File: src/design/huber_stencil_penalty_top_assert.svh
// assertion macros used by the huber stencil penalty controller
`ifndef HUBER_STENCIL_PENALTY_TOP_ASSERT_SVH
`define HUBER_STENCIL_PENALTY_TOP_ASSERT_SVH
`ifndef SYNTHESIS
`define HSP_ASSERT_IMP(label, ante, cons) \
    label: assert property (@(posedge i_clk) disable iff (!i_rst_n) (ante) |-> (cons)) \
        else $error("hsp assertion failed");
`define HSP_ASSERT_NXT(label, ante, cons) \
    label: assert property (@(posedge i_clk) disable iff (!i_rst_n) (ante) |=> (cons)) \
        else $error("hsp assertion failed");
`else
`define HSP_ASSERT_IMP(label, ante, cons)
`define HSP_ASSERT_NXT(label, ante, cons)
`endif
`endif

File: src/design/hsp_pkg.sv
// types, constants and control structs of the huber stencil penalty block
`default_nettype none
package hsp_pkg;

    localparam int PIXEL_BITS      = 16;
    localparam int HSP_MAX_COLUMNS = 1024;
    localparam int COLS_BITS       = 11;
    localparam int CFG_BITS        = 16;
    localparam int PEN_BITS        = 40;
    localparam int SUM_BITS        = PIXEL_BITS + 2;
    localparam int PROD_BITS       = 2 * SUM_BITS;
    localparam int V_BITS          = PROD_BITS + 1;
    localparam int V_LO_BITS       = 21;
    localparam int SCALE_SHIFT     = 13;

    localparam logic [COLS_BITS-1:0] RST_COLUMNS = COLS_BITS'(1024);
    localparam logic [CFG_BITS-1:0]  RST_ROWS    = CFG_BITS'(1024);
    localparam logic [CFG_BITS-1:0]  RST_TAU     = CFG_BITS'(256);
    localparam logic [CFG_BITS-1:0]  RST_SIGMA   = CFG_BITS'(256);

    typedef enum logic [1:0] {
        CFG_COLUMNS = 2'd0,
        CFG_ROWS    = 2'd1,
        CFG_TAU     = 2'd2,
        CFG_SIGMA   = 2'd3
    } t_cfg_reg;

    typedef enum logic [2:0] {
        S_IDLE,
        S_READ,
        S_MUL,
        S_SPLIT,
        S_SUM
    } t_state;

    typedef struct packed {
        logic accept;
        logic stage_read;
        logic stage_mul;
        logic stage_split;
        logic load_out;
    } t_cmd;

    typedef struct packed {
        logic emit;
    } t_status;

endpackage
`default_nettype wire

File: src/design/hsp_ctrl.sv
// controller state machine and output beat handshake
`default_nettype none
`include "huber_stencil_penalty_top_assert.svh"
module hsp_ctrl import hsp_pkg::*; (
    input  wire     i_clk,
    input  wire     i_rst_n,
    input  wire     i_valid,
    output logic    o_stall,
    output logic    o_valid,
    input  wire     i_stall,
    input  t_status i_status,
    output t_cmd    o_cmd
);

    t_state r_state, n_state;
    logic   r_out_valid;
    logic   accept, out_taken, load;

    always_comb begin
        accept    = (r_state == S_IDLE) && i_valid;
        out_taken = r_out_valid && !i_stall;
        load      = (r_state == S_SUM) && (!r_out_valid || out_taken);
    end

    always_comb begin
        n_state = r_state;
        unique case (r_state)
            S_IDLE:  if (accept) begin
                n_state = S_READ;
            end
            S_READ:  n_state = i_status.emit ? S_MUL : S_IDLE;
            S_MUL:   n_state = S_SPLIT;
            S_SPLIT: n_state = S_SUM;
            S_SUM:   if (load) begin
                n_state = S_IDLE;
            end
            default: n_state = S_IDLE;
        endcase
    end

    always_comb begin
        o_stall           = (r_state != S_IDLE);
        o_cmd.accept      = accept;
        o_cmd.stage_read  = (r_state == S_READ);
        o_cmd.stage_mul   = (r_state == S_MUL);
        o_cmd.stage_split = (r_state == S_SPLIT);
        o_cmd.load_out    = load;
        o_valid           = r_out_valid;
    end

    always_ff @(posedge i_clk) begin
        if (!i_rst_n) begin
            r_state     <= S_IDLE;
            r_out_valid <= 1'b0;
        end else begin
            r_state <= n_state;
            if (load) begin
                r_out_valid <= 1'b1;
            end else if (out_taken) begin
                r_out_valid <= 1'b0;
            end
        end
    end

    `HSP_ASSERT_NXT(a_accept_reads, accept, r_state == S_READ)
    `HSP_ASSERT_NXT(a_border_returns, (r_state == S_READ) && !i_status.emit, r_state == S_IDLE)
    `HSP_ASSERT_NXT(a_blocked_holds, (r_state == S_SUM) && r_out_valid && i_stall, r_state == S_SUM)
    `HSP_ASSERT_NXT(a_load_shows, load, r_out_valid)
    `HSP_ASSERT_IMP(a_busy_stalls, r_state != S_IDLE, o_stall)

endmodule
`default_nettype wire

File: config.mk
export PLATFORM = sky130hd
export DESIGN_NAME = hsp_ctrl
export DESIGN_NICKNAME = d
export VERILOG_FILES = /design/src/design/hsp_pkg.sv /design/src/design/hsp_ctrl.sv
export VERILOG_INCLUDE_DIRS = /design/src /design/src/design
export SDC_FILE = /design/constraint.sdc
export NUM_CORES = 1
export LEC_CHECK = 0
export ABC_AREA = 1
export BUFFER_PORTS_ARGS = -buffer_cell sky130_fd_sc_hd__clkbuf_2
export CORE_AREA = 2 2 39 41
export DETAILED_ROUTE_END_ITERATION = 16
export DIE_AREA = 0 0 41 43
export GPL_TIMING_DRIVEN = 1
export SETUP_SLACK_MARGIN = 0.05
export SLEW_MARGIN = 0
export SYNTH_ARGS = -nofsm -noshare
export SYNTH_HDL_FRONTEND = slang
export SYNTH_SLANG_ARGS = --single-unit
File: constraint.sdc
create_clock -name i_clk -period 1.15 [get_ports i_clk]
set_input_delay 0.23 -clock i_clk [delete_from_list [all_inputs] [get_ports i_clk]]
set_output_delay 0.23 -clock i_clk [all_outputs]
set_load 0.1 [all_outputs]
**After elaboration in Yosys (flattened, before gate mapping)**

Index checks and enable logic that the tools add are counted.

- Output and inout bits: 7
- Logic and storage cells: 24
- Flip-flop bits (word level): 4

- Multiplexer cells: 6
- Reductions and logical operators: 10
- Equal/unequal tests: 6

Operator list:

| kind | count |
|---|---|
| 3-bit case mux with 5 select lines | 1 |
| 3-bit by 2-bit == test with 1-bit output (second input constant) | 2 |
| 3-bit 2-to-1 mux | 2 |
| 2-bit inequality test (second input constant) | 2 |
| 3-bit by 1-bit == test with 1-bit output (second input constant) | 1 |
| 3-bit == test (second input constant) | 1 |
| 1-bit logical AND | 3 |
| 3-bit zero test | 1 |
| 3-bit nonzero test | 1 |
| 1-bit zero test | 2 |
| 1-bit 2-to-1 mux | 2 |
| 2-bit 2-to-1 mux | 1 |
| 2-bit AND reduction | 1 |
| 2-bit nonzero test | 1 |
| 1-bit logical OR | 1 |

**Logic depth before layout (Yosys ltp)**

Gate-level depths: netlist of the first run.

- Depth after elaboration: 6
- Depth in mapped cells: 4
- Mapped depth without buffers: 4

**Worst setup path before layout of the first run**

Ideal clock, no wire load.

- Path kind: register to output
- From: register r_state[0]
- To: output o_cmd[3] in the netlist's numbering
- Path slack: -1.565 ns
- Buffers on the path: 0
- Stages on the path, launching flop included: 3
- Data arrival time: 2.485 ns
- Data required time: 0.920 ns
- Path through: dfxtp_1 > inv_1 > nor3_1

RTL lines:

| element | line | RTL |
|---|---|---|
| start: declaration | hsp_ctrl.sv:15 | `t_state r_state, n_state;` |
| start signal: assignment | hsp_ctrl.sv:56 | `r_state <= n_state;` |
| end: declaration | hsp_ctrl.sv:12 | `output t_cmd o_cmd` |

==> impl_metrics.json, run 1 <==
{
  "run_status": "complete, but fails checks",
  "failed_checks": "setup timing",
  "rsz0062_at_grt": "yes",
  "vias_per_cell": 3.813,
  "totalWireLength_um": 524,
  "max_cap_violations": 0,
  "first_pass_iters": 2,
  "dp.final_hpwl_um": 377.3,
  "design.core.area_um2": 1384,
  "synth-seq-area-share_pct": 38.55,
  "power.combinational.fraction_pct": 39.7,
  "top_level_ports": 12,
  "postSynthRegisterBits": 4,
  "grt_antenna_before_repair": 0,
  "postSynthAreaPerCell_um2": 6.700,
  "synthDominantCellAreaShare_pct": 38.55,
  "top_usage_layer": "met2",
  "clock_tree_buffer_depth": 2,
  "switching_share_pct": 37.37,
  "vias": 244,
  "placedCellCount": 56,
  "worst-path-max-fanout": 5,
  "powerDensity_nw_per_um2": 1032,
  "critical_path.slowest_cell": "sky130_fd_sc_hd__dfxtp_4",
  "met2_usage_pct": 11.56,
  "switchingPower_w": 0.0001998,
  "final_cell_area_um2": 518.0,
  "regToRegSetupSlack_ps": 220,
  "dieArea_um2": 1763,
  "drive_above_1_share_pct": 81.25,
  "cell_internal_pwr_w": 0.0003349,
  "clock_sink_count": 4,
  "path_clk_slew_ps": 40,
  "worstPathArrival_ps": 1100,
  "timing.setup.critical_path_class": "flop to output port",
  "diodes": 0,
  "port_buffers": 11,
  "placement.setup.worst_slack_ps": 5.417,
  "cts_tree": "done",
  "cts_hold_buffers": 0,
  "post_synthesis_cell_type_with_the_largest_combined_area": "sky130_fd_sc_hd__dfxtp_1",
  "cp_cell_sequence": "buf_6 > nor3_4 > buf_12",
  "worst-slew-pin-transition_ps": 173.8,
  "globalRoute.totalOverflow": 0,
  "max_freq_ghz": 0.7539,
  "worst_ir_drop_vdd_mv": 0.3431,
  "gp_congestion": 0.6686,
  "period_minus_slack_ps": 1326,
  "synthesis.yosys.warnings": 0,
  "postSynthNetCount": 36,
  "global_route_wire_length_before_repair_um": 786,
  "slew-limit-headroom_pct": 88.37,
  "final_common_cell": "sky130_fd_sc_hd__buf_12",
  "worst-endpoint-required_ps": 920,
  "cell_area_after_synthesis_um2": 207.7,
  "grt_util_all_layers_pct": 7.430,
  "synthesis.instances": 31,
  "cts_inserted_buffers": 3,
  "h-tree-depth": 1,
  "die_height_um": 43,
  "worstSetupEndpointType": "output port",
  "syn_to_final_growth_pct": 149.4,
  "critPathMaxStageDelay_ps": 360,
  "slew_limit_fails": 0,
  "period_share_pct": 115.3,
  "global_route.usage.met1_pct": 5.145,
  "drt-initial-drc-count": 1,
  "skew_ps": 5.640,
  "crit_path_start_kind": "flop",
  "grt_pass1_vias": 226,
  "die_w_um": 41,
  "layout.nets": 55,
  "grt_max_degree": 7,
  "distinct_cell_type_count_of_the_synthesized_netlist": 11,
  "drcViolationCount": 0,
  "setup_viol": 6,
  "floorplan.initialDensity_pct": 15.01,
  "dpl_cell_area_um2": 424.2,
  "cell_chosen_for_the_clock_root": "sky130_fd_sc_hd__clkbuf_4",
  "share_seq_of_total_power_pct": 28.5,
  "clkPwrFrac_pct": 31.8,
  "worst_hold_path_type": "primary input to flop",
  "layout_setup_ws_ps": -176.5,
  "insertion_delay_ps": 230,
  "final_cell_mix": "7 x sky130_fd_sc_hd__buf_12, 4 x sky130_fd_sc_hd__nor2_4, 4 x sky130_fd_sc_hd__clkbuf_2, 4 x sky130_fd_sc_hd__dfxtp_4, 4 x sky130_fd_sc_hd__buf_4",
  "power.leakage_nw": 0.2090,
  "post_layout_instance_count_excluding_filler_cells": 64,
  "grt.met3_usage_pct": 4.712,
  "std_cell_rows": 14,
  "drt.antenna.violating_nets": 0,
  "wl_per_cell_um": 8.188,
  "final_hold_viol_count": 0,
  "netlist_top_cells_area": "sky130_fd_sc_hd__dfxtp_1 39%, sky130_fd_sc_hd__inv_1 14%, sky130_fd_sc_hd__a21oi_1 7.2%"
}
[flip-flops by register name, summed over array words and instances, names as in the netlist]
signal and flops:
r_state 3, o_valid 1
[power groups by stage]
stage	logic, W	clock network [W]	registers [W]
finish	0.000212	0.000170	0.000153
global route	0.000220	0.000190	0.000154
CTS	0.000211	0.000181	0.000152
detailed placement	0.000201	0	0.000154
global placement	0.000200	0	0.000154
floorplan	0.000146	0	0.000154
[cells by family after synthesis]
logic type,Yosys count,share of synthesized area [%]
compound gates,4,10.84
buf+inv,10,21.69
simple gates,13,28.91
flops,4,38.56
[final timing paths]
path,startpoint,end,cells after the start
worst min register to register,o_valid$_SDFFE_PN0P_,o_valid$_SDFFE_PN0P_,2
worst max-delay path,r_state[2]$_SDFFE_PN0P_,o_cmd[3],3
worst min-delay path,i_stall,o_valid$_SDFFE_PN0P_,3
worst max register to register,r_state[2]$_SDFFE_PN0P_,r_state[1]$_SDFFE_PN0P_,4
[metal layers]
metal	part of all wire, %	vias up	wire length, µm
li1	-	130	-
met5	0	-	0
met3	5.2	0	27
met2	65	6	340
met1	30	108	156
met4	0	0	0
[stage by stage]
step / TNS (ps) / hold slack [ps] / util, % / total power (W)
after floorplan: -537.2 / 375.5 / - / 0.0003005
after global placement: 0 / 486.3 / 30.65 / 0.0003535
after detailed placement: 0 / 491.8 / 30.65 / 0.0003549
after CTS: -855.3 / 241.2 / 36.08 / 0.0005439
after global routing: -1081 / 264.5 / 37.43 / 0.0005637
final: -835.8 / 248.3 / 37.43 / 0.0005347
[critical path: cells and delay by family, from the launching register on]
kind	cells	cell delay, ps
AND/OR/NAND/NOR	1	190
flip-flops	1	360
buffers and inverters	2	320
[synthesized netlist by cell type (all sizes together)]
cell type and instances:
dfxtp 4, nand2 4, a21oi 3, o211ai 1, nor3 1, nand3 2
nand4 1, nor2 5, inv 8, buf 2
[what timing repair did]
action,in CTS,in global routing
hold endpoints to repair,0,0
resized for setup,9,2
gates cloned,0,0
setup buffers,3,2
pin swaps,3,1
endpoints found under the setup margin,6,6
[layout make-up]
cell class | instances | area [µm²]
Timing Repair Buffer | 16 | 201.4
Tap cell | 16 | 20.02
Multi-Input combinational cell | 17 | 138.9
Inverter | 8 | 40.04
Clock buffer | 3 | 22.52
Sequential cell | 4 | 95.09
Fill cell | 144 | 865.8
(Power assumes the default switching activity.)
==> run 2, diff against run 1 <==
--- a/config.mk
+++ b/config.mk
@@ -12,7 +12,8 @@
 export DETAILED_ROUTE_END_ITERATION = 16
 export DIE_AREA = 0 0 41 43
 export GPL_TIMING_DRIVEN = 1
-export SETUP_SLACK_MARGIN = 0.05
+export PLACE_DENSITY = 0.33
+export SETUP_SLACK_MARGIN = 0.15
 export SLEW_MARGIN = 0
 export SYNTH_ARGS = -nofsm -noshare
 export SYNTH_HDL_FRONTEND = slang
==> run 2 against run 1 <==
The run still ends with setup timing left. Power grew 0.58%. Utilization grew 1.6 points. Clock power grew 3%. Global-route usage grew 2.4 points. Flip-flop and latch count is the same. Fmax grew 0.75%. Cell count grew 4.7%. Clock-buffer cell count is the same. Sequential power is essentially flat. Via count grew 5.7%. Clock skew shrank 1.6 ps. Final area grew 4.3%.
==> impl_metrics.json, run 2 (same netlist as run 1, synthesis figures left out) <==
{
  "floorplan.initialDensity_pct": 15.01,
  "final_cell_mix": "8 x sky130_fd_sc_hd__buf_4, 7 x sky130_fd_sc_hd__buf_12, 4 x sky130_fd_sc_hd__nor2_4, 4 x sky130_fd_sc_hd__clkbuf_2, 4 x sky130_fd_sc_hd__dfxtp_4",
  "wl_per_cell_um": 9.164,
  "layout_setup_ws_ps": -166.6,
  "register_area_um2": 95.09,
  "std_cell_rows": 14,
  "largest-register": "r_state",
  "worstPathArrival_ps": 1090,
  "first_pass_iters": 1,
  "post_layout_instance_count_excluding_filler_cells": 67,
  "drt-initial-drc-count": 0,
  "dpl_cell_area_um2": 431.7,
  "power.combinational.fraction_pct": 39.2,
  "die_height_um": 43,
  "clkPwrFrac_pct": 32.5,
  "worst-endpoint-required_ps": 920,
  "cts_hold_buffers": 0,
  "worst_hold_path_type": "primary input to flop",
  "power.leakage_nw": 0.2202,
  "dieArea_um2": 1763,
  "period_share_pct": 114.5,
  "final_common_cell": "sky130_fd_sc_hd__buf_4",
  "path_clk_slew_ps": 40,
  "timing.setup.critical_path_class": "flop to output port",
  "cts_inserted_buffers": 3,
  "h-tree-depth": 1,
  "cell_chosen_for_the_clock_root": "sky130_fd_sc_hd__clkbuf_4",
  "port_buffers": 11,
  "worst-slew-pin-transition_ps": 179.9,
  "powerDensity_nw_per_um2": 994.9,
  "grt_antenna_before_repair": 0,
  "design.core.area_um2": 1384,
  "layout.nets": 58,
  "postLayoutCoreUtil_pct": 39.06,
  "die_w_um": 41,
  "worst_ir_drop_vdd_mv": 0.4779,
  "top_level_ports": 12,
  "multiInputGateArea_um2": 142.6,
  "slew_limit_fails": 0,
  "placedCellCount": 57,
  "grt_max_degree": 7,
  "drt.antenna.violating_nets": 0,
  "drcViolationCount": 0,
  "crit_path_start_kind": "flop",
  "skew_ps": 4.045,
  "slew-limit-headroom_pct": 87.95,
  "largest_register_ff_count": 3,
  "insertion_delay_ps": 240,
  "max_freq_ghz": 0.7595,
  "clock_tree_buffer_depth": 2,
  "syn_to_final_growth_pct": 160.2,
  "globalRoute.totalOverflow": 0,
  "filler_cell_count": 142,
  "clock_sink_count": 4,
  "rsz0062_at_grt": "yes",
  "switchingPower_w": 0.0002045,
  "grt_util_all_layers_pct": 9.839,
  "max_cap_violations": 0,
  "setup_viol": 6,
  "totalWireLength_um": 614,
  "final_cell_area_um2": 540.5,
  "diodes": 0,
  "global_route_wire_length_before_repair_mm": 1.097,
  "worst-path-max-fanout": 4,
  "worstSetupEndpointType": "output port",
  "grt_pass1_vias": 270,
  "vias": 258,
  "dp.final_hpwl_um": 437.1,
  "share_seq_of_total_power_pct": 28.3,
  "final_hold_viol_count": 0,
  "drive_above_1_share_pct": 82.35,
  "vias_per_cell": 3.851,
  "run_status": "complete, but fails checks",
  "totalPowerFinal_w": 0.0005378,
  "gp_congestion": 0.6869,
  "cell_internal_pwr_w": 0.0003333,
  "cts_tree": "done",
  "switching_share_pct": 38.02,
  "period_minus_slack_ps": 1317,
  "failed_checks": "setup timing"
}
==> run 2: cell count changes in the layout (fill, tap and decap cells not counted), sizes merged <==
cell and change:
buf +3
==> run 2: layer usage <==
metal / GRT usage (%) / vias up / part of all wire [%]
li1: - / 134 / -
met1: 9.968 / 116 / 35
met2: 14.06 / 6 / 56
met3: 3.665 / 2 / 7.0
met4: 10.00 / 0 / 1.3
met5: 0 / - / 0
==> run 2: power groups by stage <==
stage	registers, W	clock network, W	logic [W]
floorplan	0.000154	0	0.000146
global placement	0.000154	0	0.000201
detailed placement	0.000154	0	0.000202
CTS	0.000152	0.000190	0.000209
global route	0.000154	0.000201	0.000220
finish	0.000152	0.000175	0.000211
==> run 2: path summary, 6_finish.rpt <==
kind                           startpoint  slack (ps)  depth (start not counted)                    to
setup reg to reg  r_state[0]$_SDFFE_PN0P_          40                          6  o_valid$_SDFFE_PN0P_
setup / recovery  r_state[2]$_SDFFE_PN0P_        -170                          4              o_cmd[4]
hold / removal                    i_stall         240                          3  o_valid$_SDFFE_PN0P_
hold reg to reg      o_valid$_SDFFE_PN0P_         520                          2  o_valid$_SDFFE_PN0P_
==> run 2: timing repair <==
item | CTS | global route
hold endpoints to repair | 0 | 0
setup endpoints to repair | 7 | 8
pin swaps | 3 | 0
resized for setup | 9 | 1
gates cloned | 0 | 0
buffers inserted | 5 | 2
==> run 2: cell type report <==
class / instances / area share (%)
Tap cell: 16 / 3.704
Inverter: 8 / 7.407
Clock buffer: 3 / 4.167
Multi-Input combinational cell: 17 / 26.39
Sequential cell: 4 / 17.59
Timing Repair Buffer: 19 / 40.74
==> run 2: metrics by stage <==
step                      setup slack (ps)  hold slack (ps)  TNS [ps]
after floorplan                     -260.2            375.5    -537.2
after global placement             -0.9288            487.3   -0.9288
after detailed placement             8.934            482.4         0
after CTS                           -182.0            232.5    -859.5
after global routing                -226.0            248.4     -1136
final                               -166.6            241.7    -796.8
==> run 2: worst max-delay path, stage by stage (launching register included) <==
cell	delay (ps)
sky130_fd_sc_hd__dfxtp_4	350
sky130_fd_sc_hd__nor2_4	140
sky130_fd_sc_hd__nand2_4	80
sky130_fd_sc_hd__nor2_4	100
sky130_fd_sc_hd__buf_12	180
